--- src/hw/rtl/chd_pkg.sv ---
package chd_pkg;

  // Request kinds carried on the input tuser.
  typedef enum logic [1:0] {
    REQ_ORDER = 2'd0,  // load one symbol-order entry
    REQ_COUNT = 2'd1,  // load the code count of one length
    REQ_BIT   = 2'd2,  // next bit of the coded stream
    REQ_CLEAR = 2'd3   // zero all counts, drop the code in progress
  } chd_req_t;

  // Fixed field widths of the stream words.
  localparam int unsigned SYM_W = 9;
  localparam int unsigned LEN_W = 6;
  localparam int unsigned IDX_W = 9;
  localparam int unsigned VAL_W = 10;
  localparam int unsigned POS_W = 16;  // widest order-table address

  // What the code tracker hands to the output side for one item.
  typedef struct packed {
    logic             hit;  // this item finishes a code (match or error)
    logic             err;  // no symbol: code too long or position off the table
    logic [LEN_W-1:0] len;  // bits consumed, masked to the field width
    logic [POS_W-1:0] pos;  // order-table position of the symbol
  } chd_res_t;

endpackage

--- src/hw/rtl/chd_core.sv ---
module chd_core #(
  parameter int unsigned ALPHABET     = 512,
  parameter int unsigned MAX_CODE_LEN = 32
) (
  input  logic                         clk,
  input  logic                         rst_n,
  input  logic                         step,
  input  chd_pkg::chd_req_t            req,
  input  logic [chd_pkg::IDX_W-1:0]    entry_index,
  input  logic [chd_pkg::VAL_W-1:0]    entry_value,
  input  logic                         code_bit,
  output chd_pkg::chd_res_t            res
);

  localparam int unsigned CAW  = (MAX_CODE_LEN > 1) ? $clog2(MAX_CODE_LEN) : 1;
  localparam int unsigned LW   = CAW + 1;
  localparam int unsigned DW   = MAX_CODE_LEN;
  localparam int unsigned CMPW = (DW + 1 > chd_pkg::VAL_W) ? DW + 1 : chd_pkg::VAL_W;
  localparam int unsigned BW   = CAW + chd_pkg::VAL_W;

  // Running offset of the code above the first code of its length:
  // d' = 2*d + bit - count. It never goes negative on a stream that
  // keeps going, so no wide first-code register is needed.
  logic [DW-1:0]  dist_r, dist_nxt;
  logic [BW-1:0]  base_r, base_nxt;
  logic [CAW-1:0] cur_len_r, cur_len_nxt;

  // Count table: registered-read memory, valid bit per entry for clear.
  logic [chd_pkg::VAL_W-1:0] cnt_mem [MAX_CODE_LEN];
  logic [MAX_CODE_LEN-1:0]   cnt_vld_r, cnt_vld_nxt;
  logic [chd_pkg::VAL_W-1:0] cnt_q_r;

  logic                      cnt_we;
  logic [CAW-1:0]            cnt_waddr;
  logic [chd_pkg::VAL_W-1:0] cnt;
  logic [CMPW-1:0]           offs;
  logic [CMPW-1:0]           cnt_ext;
  logic                      match;
  logic                      too_long;
  logic [BW-1:0]             pos;
  logic                      pos_ok;
  logic [LW-1:0]             len;
  logic                      is_bit;

  assign is_bit    = step && (req == chd_pkg::REQ_BIT);
  assign cnt_we    = step && (req == chd_pkg::REQ_COUNT) &&
                     (32'(entry_index) < MAX_CODE_LEN);
  assign cnt_waddr = CAW'(entry_index);

  // cnt_q_r always holds the count of the current length.
  assign cnt     = cnt_vld_r[cur_len_r] ? cnt_q_r : '0;
  assign offs    = CMPW'({dist_r, code_bit});
  assign cnt_ext = CMPW'(cnt);
  assign match   = offs < cnt_ext;
  assign len     = LW'(cur_len_r) + LW'(1);
  assign too_long = (32'(cur_len_r) == MAX_CODE_LEN - 1);
  assign pos     = base_r + BW'(offs[chd_pkg::VAL_W-1:0]);
  assign pos_ok  = 32'(pos) < ALPHABET;

  always_comb begin
    res.hit = is_bit && (match || too_long);
    res.err = match ? !pos_ok : 1'b1;
    res.len = chd_pkg::LEN_W'(len);
    res.pos = chd_pkg::POS_W'(pos);
  end

  always_comb begin
    dist_nxt    = dist_r;
    base_nxt    = base_r;
    cur_len_nxt = cur_len_r;
    cnt_vld_nxt = cnt_vld_r;
    if (step) begin
      unique case (req)
        chd_pkg::REQ_ORDER: begin
        end
        chd_pkg::REQ_COUNT: begin
          if (cnt_we) cnt_vld_nxt[cnt_waddr] = 1'b1;
        end
        chd_pkg::REQ_CLEAR: begin
          cnt_vld_nxt = '0;
          dist_nxt    = '0;
          base_nxt    = '0;
          cur_len_nxt = '0;
        end
        chd_pkg::REQ_BIT: begin
          if (match || too_long) begin
            dist_nxt    = '0;
            base_nxt    = '0;
            cur_len_nxt = '0;
          end else begin
            dist_nxt    = DW'(offs - cnt_ext);
            base_nxt    = base_r + BW'(cnt);
            cur_len_nxt = cur_len_r + CAW'(1);
          end
        end
        default: begin
        end
      endcase
    end
  end

  always_ff @(posedge clk) begin
    if (!rst_n) begin
      dist_r    <= '0;
      base_r    <= '0;
      cur_len_r <= '0;
      cnt_vld_r <= '0;
    end else begin
      dist_r    <= dist_nxt;
      base_r    <= base_nxt;
      cur_len_r <= cur_len_nxt;
      cnt_vld_r <= cnt_vld_nxt;
    end
  end

  always_ff @(posedge clk) begin
    if (cnt_we) cnt_mem[cnt_waddr] <= entry_value;
  end

  // Read ahead at the length the next item will see; a same-cycle load
  // of that entry is forwarded.
  always_ff @(posedge clk) begin
    if (cnt_we && (cnt_waddr == cur_len_nxt)) begin
      cnt_q_r <= entry_value;
    end else begin
      cnt_q_r <= cnt_mem[cur_len_nxt];
    end
  end

endmodule
--- config.mk ---
export PLATFORM = sky130hd
export DESIGN_NAME = chd_core
export DESIGN_NICKNAME = d
export VERILOG_FILES = /design/src/hw/rtl/chd_pkg.sv /design/src/hw/rtl/chd_core.sv
export SDC_FILE = /design/constraint.sdc
export NUM_CORES = 1
export LEC_CHECK = 0
export BUFFER_PORTS_ARGS = -buffer_cell sky130_fd_sc_hd__buf_2
export CELL_PAD_IN_SITES_DETAIL_PLACEMENT = 0
export CELL_PAD_IN_SITES_GLOBAL_PLACEMENT = 1
export CORE_ASPECT_RATIO = 1.4
export CORE_MARGIN = 2
export CORE_UTILIZATION = 45
export CTS_BUF_LIST = sky130_fd_sc_hd__clkbuf_16
export DETAILED_ROUTE_END_ITERATION = 10
export PLACE_DENSITY = 0.74
export RECOVER_POWER = 100
export SYNTH_ARGS = -nofsm -noshare
export SYNTH_HDL_FRONTEND = slang
export SYNTH_SLANG_ARGS = --single-unit
--- constraint.sdc ---
create_clock -name clk -period 5.25 [get_ports clk]
set_input_delay 1.575 -clock clk [delete_from_list [all_inputs] [get_ports clk]]
set_output_delay 1.575 -clock clk [all_outputs]
set_load 0.005 [all_outputs]
# == Yosys cells after proc, flatten, opt, wreduce, memory -nomap -nowiden ==
# Memory sizes are Yosys's and may differ from the RTL's. A register that Yosys moved wholly into a read port is not among the register bits.
# Index checks and enable logic that the tools add are counted.
# totals
out_inout_bits,24
mem_count,1
elab_cells,50
regBits,84
ram_bits,320
input_bits,25
# classes
reduce_logical,11
n_eq_ne,5
n_lt_le_gt_ge,6
bitwise,1
muxes,17
addsub,5
# memory_table
name,depth,word_bits,rd,rd_ports_with_merged_regs,write_ports,line,source
cnt_mem,32,10,1,1,1,chd_core.sv:29,logic [chd_pkg::VAL_W-1:0] cnt_mem [MAX_CODE_LEN];
# ops
cell,n
32-bit case mux with 2 select lines,2
32-bit 2-to-1 mux,2
33-bit by 10-bit less-than comparator with 1-bit output,1
32-bit OR,1
32-bit by 10-bit subtractor with 32-bit output,1
15-bit by 10-bit adder with 15-bit output,2
15-bit case mux with 2 select lines,1
"15-bit by 10-bit less-than comparator with 1-bit output, second input constant",1
15-bit 2-to-1 mux,1
"5-bit by 6-bit less-than comparator with 1-bit output, second input constant",2
10-bit 2-to-1 mux,1
5-bit 2-to-1 mux,2
5-bit case mux with 2 select lines,1
"9-bit by 6-bit less-than comparator with 1-bit output, second input constant",1
"5-bit by 1-bit adder with 6-bit output, second input constant",1
"5-bit by 1-bit adder with 5-bit output, second input constant",1
1-bit binary-select mux with 5-bit select,1
1-bit demux with 5-bit select,1
"5-bit == test, second input constant",1
"5-bit by 1-bit greater-or-equal comparator with 1-bit output, second input constant",1
1-bit logical AND,5
1-bit 2-to-1 mux,5
"2-bit == test, second input constant",2
2-bit nonzero test,2
6 further kinds,6

# == Longest topological paths before layout ==
# logic_depth
word_depth,8
depth_mapped,18
ltp_nobuf,16

# == Least setup slack after synthesis ==
# OpenSTA, ideal clock, no wires.
# synth_path
path_type,reg2out
startpoint,register with a tool-made name
endpoint,output res[23] (netlist bit)
required_ns,3.675
t_arrival_ns,4.057
slack_ns,-0.382
stages_incl_launch_ff,15
path_buffers,3
path_cell_list,dfxtp_1 clkbuf_1 buf_2 buf_2 mux4_2 mux4_2 nand2_1 a21o_1 ha_1 a21o_1 nor3_1 a211o_1 nand3_2 or2_2 a211oi_1
# synth_lines
item,line,source
end: declaration,chd_core.sv:12,output chd_pkg::chd_res_t res

==> metrics.md <==
| Metric | Value |
|---|---|
| VDD IR max | `0.3204 mV` |
| Simple-Gate Fraction of Synth Area | `7.698%` |
| Syn_nets | `1212` |
| H-Tree Depth | `2` |
| Routed wire length | `40300 um` |
| Clock sink count | `409` |
| Detail Placement HPWL | `27020 um` |
| Worst EP arrival | `4.10 ns` |
| Clk network pwr share | `40.9%` |
| Gate power share | `6.7%` |
| Failing checks | `max-capacitance violations, max-slew violations, negative setup slack` |
| Hold Path Class | `flip-flop to flip-flop` |
| Reg2reg start | `cur_len_r[0]` |
| Number of flops mapped to enable cells by yosys | `320` |
| Critical Path Fanout Max | `7` |
| Switching fraction of total power | `21.55%` |
| Fill count | `3190` |
| CTS tree | `yes` |
| R2R Setup Slk | `0.06 ns` |
| Share of cells above drive strength 1 | `25.13%` |
| Kind of critical path | `flip-flop to output pin` |
| Setup Skew | `0.02659 ns` |
| Commonest cells after routing, fill and taps aside | `edfxtp_1 (320), nor2_1 (120), mux4_2 (104), dfxtp_1 (87), buf_4 (80)` |
| Synth-to-layout area growth | `18.32%` |
| Post-synthesis compound-gate area fraction | `6.553%` |
| # Max-Cap Violations | `3` |
| Hold WS | `0.4674 ns` |
| Pre-antenna DRT Iters | `5` |
| Fin. max-slew vios | `99` |
| Final nets | `1385` |
| Via density | `5.554` |
| Setup ws final | `-0.4247 ns` |
| Hold path start | `cnt_vld_r[22]` |
| Sequential area share after synthesis | `64.71%` |
| Final GP Congestion | `0.7996` |
| Avg WL per Cell | `21.45 um` |
| I/O Buffers | `47` |
| Leak | `7.082 nW` |
| Final Cell Area | `20830 um2` |
| Fin cells | `1879` |
| Reg2reg end | `base_r[13]` |
| Placed insts | `1767` |
| Register share of total power | `52.4%` |
| Row Count | `85` |
| PwrDens | `321.1 nW/um2` |
| CP endpoint kind | `output pin` |
| Largest family of logic cells by synthesized area | `multiplexers` |
| Core area | `38500 um2` |
| Commonest non-fill, non-tap cell in the layout | `edfxtp_1` |
| Iter 0 DRT Violations | `673` |
| Overflow after GRT | `0` |
| Mean post-synth cell area | `15.29 um2` |
| Synth unique cells | `67` |
| Mapped Area | `17600 um2` |
| Initial Utilization | `45.72%` |
| R2R depth | `34` |
| Rel. slew slack | `-6.256%` |
| Final setup viols | `2` |
| Warnings from Yosys | `0` |
| Fin crit share | `108.1%` |
| Cells after Synth | `1151` |
| Number of global-route vias before repair | `10750` |
| Hold_buf cts | `0` |
| CTS Buffer Depth | `3` |
| Net Switching | `1.441 mW` |
| Status | `finished with violations` |
| P_int | `5.246 mW` |
| Hold-critical path depth | `2` |
| Worst EP required | `3.68 ns` |
| Gr usage total | `20.20%` |
| Final design utilization | `54.10%` |
| Die Wd | `171.2 um` |
| Largest net degree at the start of global routing | `42` |
| Antenna violations before repair | `0` |
| Antenna viol nets, final | `0` |
| Proportion of synthesized area in mux cells | `13.87%` |
| Worst Hold Path EP | `cnt_vld_r[22]` |
| XOR/XNOR share of the synthesized area | `2.488%` |
| Adder-cell share of the synthesized area | `2.687%` |
| TritonCTS buffer count | `41` |
| Die area | `40740 um2` |
| N_diodes | `0` |
| Reg clk slew, reported paths | `0.06 ns` |
| Post-layout min period | `5.675 ns` |
| Skew-Pair Late Insertion Delay | `0.55 ns` |
| Total power | `6.688 mW` |
| Routed via count | `10440` |
| Remaining DRCs | `0` |
| CP startpoint kind | `flip-flop` |
| Setup repair after global routing missed its margin | `true` |
| Primary FF master, synth | `edfxtp_1` |
| I/O Pins | `49` |
| Final Hold Viols | `0` |
| First-pass GRT wire length | `61980 um` |
| Synth async-reset ratio | `0%` |
| Placed Instance Area | `19180 um2` |
| Slew @ Worst Pin | `1.594 ns` |
| Peak Freq | `176.2 MHz` |
| Root buf cell | `clkbuf_16` |
| Die Height | `238.0 um` |
| Number of synthesized register bits | `409` |
-- cells by family after synthesis --
group | count (synthesis)
compound gates | 178
other cells | 1
xor+xnor | 50
flops | 409
mux | 114
simple gates | 281
fa+ha+maj | 36
buf+inv | 82
-- how the worst max path moves through the flow --
stage,from,endpoint,slack (ns),depth (start not counted)
floorplan,flip-flop,res[23],0.02,14
global placement,code_bit,res[22],-0.02,14
detailed placement,flip-flop,res[22],-0.03,16
CTS,flip-flop,res[23],-0.43,15
global route,flip-flop,res[22],-0.54,15
finish,flip-flop,res[23],-0.42,15
-- critical path, stage by stage (launching register included) --
cell and delay, ns:
dfxtp_4 0.42, buf_12 0.16, buf_12 0.11, mux4_2 0.52, mux4_2 0.52, nand2b_1 0.09
a21o_1 0.22, buf_6 0.12, ha_1 0.23, o211ai_1 0.10, a21o_1 0.18, a211o_1 0.20
nand3_2 0.08, or2_4 0.28, a211oi_2 0.18, buf_2 0.14
-- Yosys cell counts, drive strengths merged (10+ instances only) --
master  count  area (um2)
edfxtp    320        9609
nor2      122       457.9
mux4      104        2342
dfxtp      89        1782
nand2      56       210.2
a21oi      55       275.3
clkbuf     36       136.4
ha         33       412.9
xnor2      32       280.3
o21ai      31       158.9
inv        27       101.4
a22oi      24       190.2
buf        19       108.9
a21o       18       135.1
xor2       18       157.7
nor3       16       80.08
nand3      14       75.07
nand2b     13       81.33
mux2i      10       100.1
-- sequential cells by signal (all words and copies together), names as in the netlist, named ones only --
| register | count |
|---|---|
| base_r | 15 |
| dist_r | 32 |
| cnt_mem | 320 |
| cnt_vld_r | 32 |
| cur_len_r | 5 |
-- power groups by stage --
stage                     clock network, mW  logic [mW]  registers (mW)
final                                  2.73       0.450            3.50
after global routing                   2.92       0.484            3.50
after global placement                    0       0.412            3.57
after floorplan                           0       0.247            3.57
after CTS                              2.79       0.457            3.50
after detailed placement                  0       0.419            3.57
-- stage by stage --
step | setup TNS, ns | worst slack (ns)
CTS | -0.8603 | -0.4283
detailed placement | -0.03404 | -0.02756
floorplan | 0 | 0.01824
global route | -1.436 | -0.5382
finish | -0.8480 | -0.4247
global placement | -0.01980 | -0.01980
-- layer usage --
| layer | up-vias | wire length (um) | global-route usage, % |
|---|---|---|---|
| met4 | 0 | 1250 | 7.011 |
| met1 | 5306 | 15880 | 24.96 |
| met5 | - | 0 | 0 |
| li1 | 4820 | - | - |
| met2 | 246 | 21620 | 36.50 |
| met3 | 64 | 1545 | 2.355 |
-- final cells by class --
type                            instances  area [um2]  share of cell area (%)
Clock buffer                           43        1076                   5.166
Clock inverter                         33       191.4                  0.9191
Inverter                               27       101.3                  0.4866
Multi-Input combinational cell        660        6025                   28.92
Sequential cell                       409       11400                   54.72
Tap cell                              522       653.1                   3.136
Timing Repair Buffer                  185        1384                   6.644
-- timing repair --
item,4_1_cts,5_1_grt
pin swaps,10,15
gates resized for setup,16,24
buffers inserted,26,11
setup endpoints to repair,2,10
cloned,2,0
Power figures use the tool's default switching activity.
